`src/cpu_alu_with_flags_assert.svh`:
```
// Assertion macros used by the ALU top module
`ifndef CPU_ALU_WITH_FLAGS_ASSERT_SVH
`define CPU_ALU_WITH_FLAGS_ASSERT_SVH

// Same-cycle implication, disabled in reset
`define CALU_ASSERT_IMPLY(lbl, clk, rst, ante, cons) \
   lbl: assert property (@(posedge clk) disable iff (rst) (ante) |-> (cons)) \
      else $error("ALU assertion failed");

// Next-cycle implication, disabled in reset
`define CALU_ASSERT_NEXT(lbl, clk, rst, ante, cons) \
   lbl: assert property (@(posedge clk) disable iff (rst) (ante) |=> (cons)) \
      else $error("ALU assertion failed");

`endif

```
`src/calu_pkg.sv`:
```
package calu_pkg;

   // Operation codes
   localparam logic [4:0] FUNC_ADD   = 5'd0;
   localparam logic [4:0] FUNC_ADC   = 5'd1;
   localparam logic [4:0] FUNC_SUB   = 5'd2;
   localparam logic [4:0] FUNC_CP    = 5'd3;
   localparam logic [4:0] FUNC_AND   = 5'd4;
   localparam logic [4:0] FUNC_OR    = 5'd5;
   localparam logic [4:0] FUNC_XOR   = 5'd6;
   localparam logic [4:0] FUNC_INC   = 5'd7;
   localparam logic [4:0] FUNC_DEC   = 5'd8;
   localparam logic [4:0] FUNC_RLC   = 5'd9;
   localparam logic [4:0] FUNC_RRC   = 5'd10;
   localparam logic [4:0] FUNC_RL    = 5'd11;
   localparam logic [4:0] FUNC_RR    = 5'd12;
   localparam logic [4:0] FUNC_SLA   = 5'd13;
   localparam logic [4:0] FUNC_SRA   = 5'd14;
   localparam logic [4:0] FUNC_SRL   = 5'd15;
   localparam logic [4:0] FUNC_SWAP  = 5'd16;
   localparam logic [4:0] FUNC_BIT   = 5'd17;
   localparam logic [4:0] FUNC_RES   = 5'd18;
   localparam logic [4:0] FUNC_SET   = 5'd19;
   localparam logic [4:0] FUNC_ADD16 = 5'd20;

   // Flag bit positions
   localparam int FLAG_Z = 3;
   localparam int FLAG_N = 2;
   localparam int FLAG_H = 1;
   localparam int FLAG_C = 0;

   typedef struct packed {
      logic [4:0]  func;
      logic [15:0] first_operand;
      logic [15:0] second_operand;
      logic [2:0]  bit_index;
      logic [3:0]  flags_in;
   } calu_req_type;

   typedef struct packed {
      logic [15:0] result_value;
      logic [3:0]  flags_out;
   } calu_rsp_type;

endpackage

```
`src/cpu_alu_with_flags.sv`:
```
// Channel   | Ports                          | Handshake
// ----------+--------------------------------+-------------------------------
// request   | start, busy, req_item          | transfer when start && !busy
// response  | rsp_strobe, rsp_item           | one-cycle strobe, no back-pressure
//
// Each transfer passes through the request register, then through the
// ALU into the response register.
// A new request is taken every cycle; busy is always low.
// Synchronous active-high reset clears the valid flags only.
// The response side cannot stall, so nothing is ever held back.
module cpu_alu_with_flags
   import calu_pkg::*;
(
   input  logic         clock,
   input  logic         reset,
   input  logic         start,
   output logic         busy,
   input  calu_req_type req_item,
   output logic         rsp_strobe,
   output calu_rsp_type rsp_item
);

`include "cpu_alu_with_flags_assert.svh"

   logic         req_valid_ff;
   logic         req_valid_in;
   calu_req_type req_ff;
   calu_req_type req_in;
   logic         rsp_valid_ff;
   logic         rsp_valid_in;
   calu_rsp_type rsp_ff;
   calu_rsp_type rsp_in;

   // never stall the requester
   assign busy = 1'b0;

   // capture a request on each transfer
   assign req_valid_in = start && !busy;
   assign req_in       = req_item;

   always_ff @(posedge clock) begin
      if (reset) begin
         req_valid_ff <= 1'b0;
      end else begin
         req_valid_ff <= req_valid_in;
      end
   end

   always_ff @(posedge clock) begin
      if (req_valid_in) begin
         req_ff <= req_in;
      end
   end

   // compute the result
   calu_exec u_exec (
      .req (req_ff),
      .rsp (rsp_in)
   );

   // register the response
   assign rsp_valid_in = req_valid_ff;

   always_ff @(posedge clock) begin
      if (reset) begin
         rsp_valid_ff <= 1'b0;
      end else begin
         rsp_valid_ff <= rsp_valid_in;
      end
   end

   always_ff @(posedge clock) begin
      if (rsp_valid_in) begin
         rsp_ff <= rsp_in;
      end
   end

   assign rsp_strobe = rsp_valid_ff;
   assign rsp_item   = rsp_ff;

   `CALU_ASSERT_IMPLY(a_latency, clock, reset, start && !busy, ##2 rsp_strobe)
   `CALU_ASSERT_NEXT(a_no_spurious, clock, reset, !req_valid_ff, !rsp_strobe)
   `CALU_ASSERT_NEXT(a_byte_upper_zero, clock, reset,
      req_valid_ff && req_ff.func != FUNC_ADD16,
      rsp_item.result_value[15:8] == 8'd0)
   `CALU_ASSERT_NEXT(a_bitop_keeps_flags, clock, reset,
      req_valid_ff && (req_ff.func == FUNC_RES || req_ff.func == FUNC_SET),
      rsp_item.flags_out == $past(req_ff.flags_in))

endmodule

```
`src/calu_exec.sv`:
```
module calu_exec
   import calu_pkg::*;
(
   input  calu_req_type req,
   output calu_rsp_type rsp
);

   logic [7:0]  a;
   logic [7:0]  b;
   logic        cin;
   logic        add_cin;
   logic [8:0]  sum9;
   logic [4:0]  sum_lo;
   logic [8:0]  diff9;
   logic [4:0]  diff_lo;
   logic [7:0]  inc8;
   logic [7:0]  dec8;
   logic [7:0]  bit_mask;
   logic [16:0] sum17;
   logic [12:0] sum13;
   logic [7:0]  r8;
   logic [3:0]  f;

   // shared adders and subtractors
   always_comb begin
      a       = req.first_operand[7:0];
      b       = req.second_operand[7:0];
      cin     = req.flags_in[FLAG_C];
      add_cin = (req.func == FUNC_ADC) ? cin : 1'b0;
      sum9    = {1'b0, a} + {1'b0, b} + {8'd0, add_cin};
      sum_lo  = {1'b0, a[3:0]} + {1'b0, b[3:0]} + {4'd0, add_cin};
      diff9   = {1'b0, a} - {1'b0, b};
      diff_lo = {1'b0, a[3:0]} - {1'b0, b[3:0]};
      inc8    = a + 8'd1;
      dec8    = a - 8'd1;
      bit_mask = 8'd1 << req.bit_index;
      sum17   = {1'b0, req.first_operand} + {1'b0, req.second_operand};
      sum13   = {1'b0, req.first_operand[11:0]} + {1'b0, req.second_operand[11:0]};
   end

   // select the byte result and flags per operation
   always_comb begin
      r8 = a;
      f  = req.flags_in;
      rsp.result_value = '0;
      case (req.func)
         FUNC_ADD, FUNC_ADC: begin
            r8 = sum9[7:0];
            f  = {r8 == 8'd0, 1'b0, sum_lo[4], sum9[8]};
         end
         FUNC_SUB: begin
            r8 = diff9[7:0];
            f  = {r8 == 8'd0, 1'b1, diff_lo[4], diff9[8]};
         end
         FUNC_CP: begin
            f  = {diff9[7:0] == 8'd0, 1'b1, diff_lo[4], diff9[8]};
         end
         FUNC_AND: begin
            r8 = a & b;
            f  = {r8 == 8'd0, 1'b0, 1'b1, 1'b0};
         end
         FUNC_OR: begin
            r8 = a | b;
            f  = {r8 == 8'd0, 3'b000};
         end
         FUNC_XOR: begin
            r8 = a ^ b;
            f  = {r8 == 8'd0, 3'b000};
         end
         FUNC_INC: begin
            r8 = inc8;
            f  = {r8 == 8'd0, 1'b0, a[3:0] == 4'hf, cin};
         end
         FUNC_DEC: begin
            r8 = dec8;
            f  = {r8 == 8'd0, 1'b1, a[3:0] == 4'h0, cin};
         end
         FUNC_RLC: begin
            r8 = {a[6:0], a[7]};
            f  = {r8 == 8'd0, 2'b00, a[7]};
         end
         FUNC_RL: begin
            r8 = {a[6:0], cin};
            f  = {r8 == 8'd0, 2'b00, a[7]};
         end
         FUNC_SLA: begin
            r8 = {a[6:0], 1'b0};
            f  = {r8 == 8'd0, 2'b00, a[7]};
         end
         FUNC_RRC: begin
            r8 = {a[0], a[7:1]};
            f  = {r8 == 8'd0, 2'b00, a[0]};
         end
         FUNC_RR: begin
            r8 = {cin, a[7:1]};
            f  = {r8 == 8'd0, 2'b00, a[0]};
         end
         FUNC_SRA: begin
            r8 = {a[7], a[7:1]};
            f  = {r8 == 8'd0, 2'b00, a[0]};
         end
         FUNC_SRL: begin
            r8 = {1'b0, a[7:1]};
            f  = {r8 == 8'd0, 2'b00, a[0]};
         end
         FUNC_SWAP: begin
            r8 = {a[3:0], a[7:4]};
            f  = {r8 == 8'd0, 3'b000};
         end
         FUNC_BIT: begin
            f  = {(a & bit_mask) == 8'd0, 1'b0, 1'b1, cin};
         end
         FUNC_RES: begin
            r8 = a & ~bit_mask;
         end
         FUNC_SET: begin
            r8 = a | bit_mask;
         end
         FUNC_ADD16: begin
            f  = {req.flags_in[FLAG_Z], 1'b0, sum13[12], sum17[16]};
         end
         default: begin
            r8 = a;
            f  = req.flags_in;
         end
      endcase
      // the 16-bit add drives the whole word, everything else a byte
      if (req.func == FUNC_ADD16) begin
         rsp.result_value = sum17[15:0];
      end else begin
         rsp.result_value = {8'd0, r8};
      end
      rsp.flags_out = f;
   end

endmodule

```
`config.mk`:
```
export PLATFORM = sky130hd
export DESIGN_NAME = cpu_alu_with_flags
export DESIGN_NICKNAME = d
export VERILOG_FILES = /design/src/calu_pkg.sv /design/src/cpu_alu_with_flags.sv /design/src/calu_exec.sv
export VERILOG_INCLUDE_DIRS = /design/src /design/src/src
export SDC_FILE = /design/constraint.sdc
export NUM_CORES = 1
export LEC_CHECK = 0
export ABC_AREA = 0
export BUFFER_PORTS_ARGS = -buffer_cell sky130_fd_sc_hd__buf_2
export CORE_ASPECT_RATIO = 1.25
export CORE_MARGIN = 2
export CORE_UTILIZATION = 40
export DETAILED_ROUTE_END_ITERATION = 10
export GPL_TIMING_DRIVEN = 0
export PLACE_DENSITY = 0.63
export SLEW_MARGIN = 5
export SYNTH_ARGS = -nofsm -noshare
export SYNTH_HDL_FRONTEND = slang
export SYNTH_SLANG_ARGS = --single-unit
```
`constraint.sdc`:
```
create_clock -name clock -period 3.4 [get_ports clock]
set_clock_uncertainty 0.15 [all_clocks]
set_input_delay 0.34 -clock clock [delete_from_list [all_inputs] [get_ports clock]]
set_output_delay 0.34 -clock clock [all_outputs]
set_load 0.05 [all_outputs]
```
==> results of run 1 <==
-- worst register-to-register path, stage by stage, from the launching register on --
cell      delay, ps
edfxtp_1        360
buf_4           180
nor3_4          220
nand3_2         160
fa_2            390
inv_1            90
fa_2            470
nor4b_4         240
o211ai_1        180
or4b_4          570
a31oi_4         200
-- cell usage in the layout, fill, tap and decap left out, types with 16 or more instances in the layout --
cell / count
nand2_1: 41
a21oi_1: 41
inv_1: 21
o21ai_0: 21
edfxtp_1: 64
ha_1: 36
buf_4: 23
nand3_1: 18
nor3_1: 16
nor2_1: 43
xnor2_1: 20
buf_2: 78
-- flip-flops by register name, summed over array words and instances, names as in the netlist --
signal / cells
req_valid_ff: 1
rsp_item: 20
rsp_strobe: 1
req_ff: 44
-- area by class of cell --
| class | count | area [µm²] | share of cell area [%] |
|---|---|---|---|
| inverter | 24 | 97.6 | 1.52 |
| buffer | 39 | 221 | 3.44 |
| clock buffer | 11 | 243 | 3.77 |
| multi-input combinational | 442 | 3180 | 49.5 |
| tap | 171 | 214 | 3.32 |
| clock inverter | 5 | 61.3 | 0.952 |
| sequential | 66 | 1960 | 30.5 |
| timing repair buffer | 83 | 455 | 7.07 |
-- cell usage after synthesis (5+ instances only) --
master,number,area (µm²)
a21o_1,10,75.1
a21oi_1,42,210
a221oi_1,10,87.6
a22oi_1,5,37.5
a31oi_1,11,68.8
and2_1,7,43.8
and3_1,7,43.8
buf_2,13,65.1
buf_4,7,52.6
clkbuf_1,17,63.8
edfxtp_1,64,1920
ha_1,36,450
inv_1,22,82.6
mux2i_1,9,90.1
nand2_1,42,158
nand2b_1,6,37.5
nand3_1,19,95.1
nand3b_1,5,37.5
nand4_1,8,50.1
nor2_1,43,161
nor2b_1,9,56.3
nor3_1,16,80.1
nor4_1,6,37.5
o2111ai_1,5,43.8
o21a_1,5,37.5
o21ai_0,22,110
o21bai_1,7,52.6
o22ai_1,7,43.8
xnor2_1,20,175
xor2_1,10,87.6
-- layer usage --
layer | track usage, % | vias up | wire length, µm
met5 | 0 | - | 0
met4 | 13.3 | 0 | 795
met3 | 4.14 | 59 | 1320
met2 | 44.7 | 281 | 9450
met1 | 33.7 | 2478 | 7410
li1 | - | 2325 | -
-- kinds of logic after synthesis --
logic type	count (synthesis)	synth area share, %
fa+ha+maj	40	9.95
other cells	1	0.0703
xor+xnor	30	4.93
buf+inv	64	5.44
simple gates	195	19.5
flops	66	36.8
mux	11	2.11
compound gates	165	21.2
-- how the worst max path moves through the flow --
| stage | from | to | slack (ps) |
|---|---|---|---|
| 6_report | req_ff[41] | rsp_item[3] | 40 |
| 5_1_grt | req_ff[23] | rsp_item[8] | -30 |
| 4_1_cts | req_ff[43] | rsp_item[3] | 10 |
| 3_5_place_dp | req_ff[23] | rsp_item[8] | -900 |
| 3_3_place_gp | req_ff[23] | rsp_item[8] | -980 |
| 2_1_floorplan | req_ff[23] | rsp_item[3] | 230 |
-- report_power, final --
| part | leakage (nW) | switching (mW) | internal, mW |
|---|---|---|---|
| Combinational | 1.76 | 0.650 | 0.370 |
| Clock | 0.151 | 0.384 | 0.594 |
| Sequential | 0.624 | 0.0419 | 0.974 |
| Total | 2.54 | 1.08 | 1.94 |
-- timing repair --
| action | 4_1_cts | 5_1_grt |
|---|---|---|
| buffers inserted | 8 | 8 |
| setup endpoints to repair | 14 | 7 |
| pin swaps | 7 | 11 |
| resized for setup | 23 | 12 |
-- through the flow --
| stage | TNS (ps) | setup WS, ps | cells |
|---|---|---|---|
| after CTS | 0 | 11.5 | 834 |
| after detailed placement | -3830 | -904 | 810 |
| after global placement | -3790 | -983 | 810 |
| final | 0 | 35.6 | 841 |
| after floorplan | 0 | 227 | 572 |
| after global routing | -57.5 | -28.5 | 841 |
==> impl_results.md, run 1 <==
- Routability congestion estimate: 1.02
- Die height: 133 µm
- WP data arrival: 3400 ps
- Hold Crit Start: reset
- Crit path buf inv count: 2
- Maximum vdd ir drop: 228 µV
- Min-Delay Endpoint: rsp_strobe
- Hold-fix buffers at CTS: 0
- Initial core utilization: 40.7%
- Share of synthesized registers carrying an async set or reset: 0%
- I/O pin count: between 60 and 70
- Routed wire per std cell: 22.6 µm
- CTS tree: done
- DRT antenna net count: 0
- Max incr delay on CP: 570 ps
- Synth Instances: between 500 and 600
- R2r worst-path depth: 10
- CP Depth: 10
- Critical path's top delay family: simple AND/OR/NAND/NOR gates
- Yosys cell types: 76
- Tmin final: about 3400 ps
- Global route overflow: 0
- Hold Vio Cnt, Final: 0
- Vias in the first global route: about 5100
- Main synth FF type: edfxtp_1
- # setup viols final: 0
- Final wirelength: 19000 µm
- CTS Buffer Depth: 2
- RR Endpoint: rsp_item[3]
- Req. time, crit path: 3430 ps
- Mapped Avg Cell Area: 9.32 µm²
- Headroom to the max-slew limit: 31.1%
- RSZ-0062 raised after global routing: true
- Status: finished clean
- Ys Warns: 0
- Site Rows: 47
- CTS root buf: clkbuf_16
- Crit Path Category: flop to flop
- CP startpoint kind: flop
- Post-detail-place hpwl: 13900 µm
- Critical path cell sequence: buf_4, nor3_4, nand3_2, fa_2, inv_1, fa_2, nor4b_4, o211ai_1, or4b_4, a31oi_4
- Chip width: 107 µm
- Seq/Total Area, Yosys: 36.8%
- Max Cap Violations: 0
- Total power: 3.01 mW
- # port buffers: 67
- Via Count: 5143
- DRC viols: 0
- Die footprint: 14300 µm²
- Final nets: 752
- Cell Area, Synth: 5330 µm²
- Share of layout cells above drive strength 1: between 20% and 30%
- Slew at the pin closest to its max-slew limit: between 1000 and 1500 ps
- Crit path max fanout: 10
- Worst skew pair latency: 340 ps
- Max Fclk: just under 300 MHz
- Global-route wire length before repair: 29300 µm
- Final period util: 99.0%
- H-tree levels: 3
- Min-Delay Path Depth: 2
- Critical-path top delay cell: or4b_4
- Hold slack: 16.4 ps
- DRT Pass-1 Iters: 5
- Post-synth EDFFs: 64
- Clk sinks: 66
- Placement Cell Area: 5880 µm²
- Slew Viols, Final: 0
- Worst path most repeated cell: fa_2
- FF-to-FF setup slack: 40 ps
- Initial antenna violation count: 0
- Pwr Density: 468 nW/µm²
- CP endpoint kind: flop
- Core Box Area: 13100 µm²
- Area grow syn2layout: 20.8%
- Fillers: 1225
- Worst r2r src: req_ff[41]
- Pleak: ~2.5 nW
- Synth Net Count: 659
- Synthesized flop and latch total: 66
- GRT Util Overall: a little over a quarter
- Pin count of the biggest net entering global routing: 46
- Starting DRT DRC Count: 459
- Final instance area: roughly 6400 µm²
- Reg clk slew, reported paths: 60 ps
- Ant. Diodes: 0
- Final Util: 49.1%
- Hold Path Class: primary input to flop
- Via/cell ratio: approximately 6
- Total CTS buffers: 9
Power figures use the tool's default switching activity.
==> run 2: changes to the inputs <==
PLACE_DENSITY = 0.72   (was 0.63)
==> run 2 against run 1 <==
  * The flow now finishes with violations (negative setup slack)
  * Global-route usage shrank 0.84 points
  * Clock-buffer cell count is the same
  * Die area is the same
  * Via count shrank 0.93%
  * Cell count shrank 0.71%
  * Critical path depth shrank 2
  * Cell area shrank 0.60%
  * Sequential share of layout area grew 0.18 points
  * Utilization shrank 0.30 points
  * First-iteration DRC count grew 31%
  * Maximum frequency shrank 2.6%
  * Critical endpoint unchanged
==> impl_results.md, run 2 (synthesized netlist as in run 1, its figures left out) <==
- Reg clk slew, reported paths: 70 ps
- Max incr delay on CP: 740 ps
- Area grow syn2layout: 20.0%
- # port buffers: 67
- Most frequent cells in the layout: buf_2, edfxtp_1, nor2_1, a21oi_1, nand2_1
- Crit path max fanout: 10
- Failing checks: negative setup slack
- Via/cell ratio: 6.10
- Worst skew pair latency: 350 ps
- H-tree levels: 3
- Maximum vdd ir drop: 306 µV
- Most common cell after layout, fill and taps aside: buf_2
- # setup viols final: 1
- Slew Viols, Final: 0
- Reg with most FFs: req_ff
- Headroom to the max-slew limit: 30.8%
- Final wirelength: 18300 µm
- Critical-path top delay cell: ha_1
- Post-detail-place hpwl: 13700 µm
- Vias in the first global route: 5126
- Die height: 133 µm
- Total power: 3.06 mW
- DRT Pass-1 Iters: 5
- Slew at the pin closest to its max-slew limit: 1040 ps
- Clk sinks: 66
- CP startpoint kind: flop
- RSZ-0062 raised after global routing: true
- GRT Util Overall: 26.1%
- Pwr Density: 479 nW/µm²
- Worst Setup Slack, final: -53.5 ps
- Crit Path Category: flop to flop
- Req. time, crit path: 3300 ps
- R2r worst-path depth: 8
- Routed wire per std cell: 21.9 µm
- CTS root buf: clkbuf_16
- Starting DRT DRC Count: roughly 600
- Max Fclk: 290 MHz
- Total CTS buffers: 9
- Min-Delay Path Depth: 1
- CTS tree: done
- Hold Vio Cnt, Final: 0
- Final nets: 746
- Hold slack: 13.8 ps
- Pin count of the biggest net entering global routing: 46
- CP endpoint kind: flop
- Pleak: 2.52 nW
- CTS Buffer Depth: 2
- Global route overflow: 0
- Routability congestion estimate: 1.02
- Final period util: 102%
- Max Cap Violations: 0
- Setup WS pre-CTS: -791 ps
- I/O pin count: 69
- Die footprint: 14300 µm²
- Fillers: 1255
- Hold-fix buffers at CTS: 0
- Share of layout cells above drive strength 1: between 20% and 30%
- Setup TNS: -53.5 ps
- Global-route wire length before repair: 28100 µm
- Core Box Area: 13100 µm²
- Largest register FFs: 44
- Tmin final: 3450 ps
- Critical path cell sequence: clkinv_1, ha_1, nor3_1, nand4_1, and3_1, o41ai_1, nor4_2, a31oi_4
- Ant. Diodes: 0
- DRC viols: 0
- Site Rows: between 40 and 50
- Status: finished with violations
- Via Count: 5095
- Hold Path Class: primary input to flop
- DRT antenna net count: 0
- Initial core utilization: between 40 and 50%
- Chip width: 107 µm
- WP data arrival: about 3400 ps
- Initial antenna violation count: 1
[run 2: power breakdown]
group / switching [mW] / total [mW] / internal, mW / leakage (nW)
logic: 0.636 / 0.991 / 0.354 / 1.74
registers: 0.0395 / 1.01 / 0.973 / 0.624
clock network: 0.391 / 1.06 / 0.669 / 0.157
[run 2: final timing paths]
| kind | startpoint | to | slack (ps) |
|---|---|---|---|
| min | req_item[7] | req_ff[7] | 10 |
| min reg2reg | req_ff[1] | rsp_item[1] | 390 |
| max | req_ff[30] | rsp_item[3] | -50 |
| max reg2reg | req_ff[30] | rsp_item[3] | -50 |
[run 2: area by class of cell]
class / count / area (µm²) / area share (%)
Clock buffer: 11 / 243 / 3.79
Multi-Input combinational cell: 442 / 3170 / 49.5
Timing Repair Buffer: 77 / 410 / 6.41
Inverter: 24 / 93.8 / 1.47
Sequential cell: 66 / 1960 / 30.7
Buffer: 39 / 223 / 3.48
Tap cell: 171 / 214 / 3.34
Clock inverter: 5 / 85.1 / 1.33
[run 2: what timing repair did]
item | CTS | global route
endpoints found under the setup margin | 11 | 7
setup buffers | 7 | 3
pin swaps | 6 | 4
gates resized for setup | 19 | 12
[run 2: through the flow]
stage,cell area [µm²],utilization (%),cells
3_3_place_gp,5880,44.8,810
6_report,6400,48.8,835
2_1_floorplan,5330,-,572
4_1_cts,6330,48.2,832
5_1_grt,6400,48.8,835
3_5_place_dp,5880,44.8,810
[run 2: worst max-delay path: cells and delay by family, from the launching register on]
family | cells | cell delay (ps)
and+or+nand+nor | 4 | 1160
adders and majority gates | 1 | 740
DFF | 1 | 450
buffers and inverters | 1 | 400
AOI/OAI and AO/OA | 2 | 270
[run 2: metal layers]
metal | wire length (µm) | track usage (%)
met1 | 7170 | 31.8
met2 | 8710 | 41.8
met3 | 1240 | 4.58
met4 | 1140 | 17.2
met5 | 0 | 0
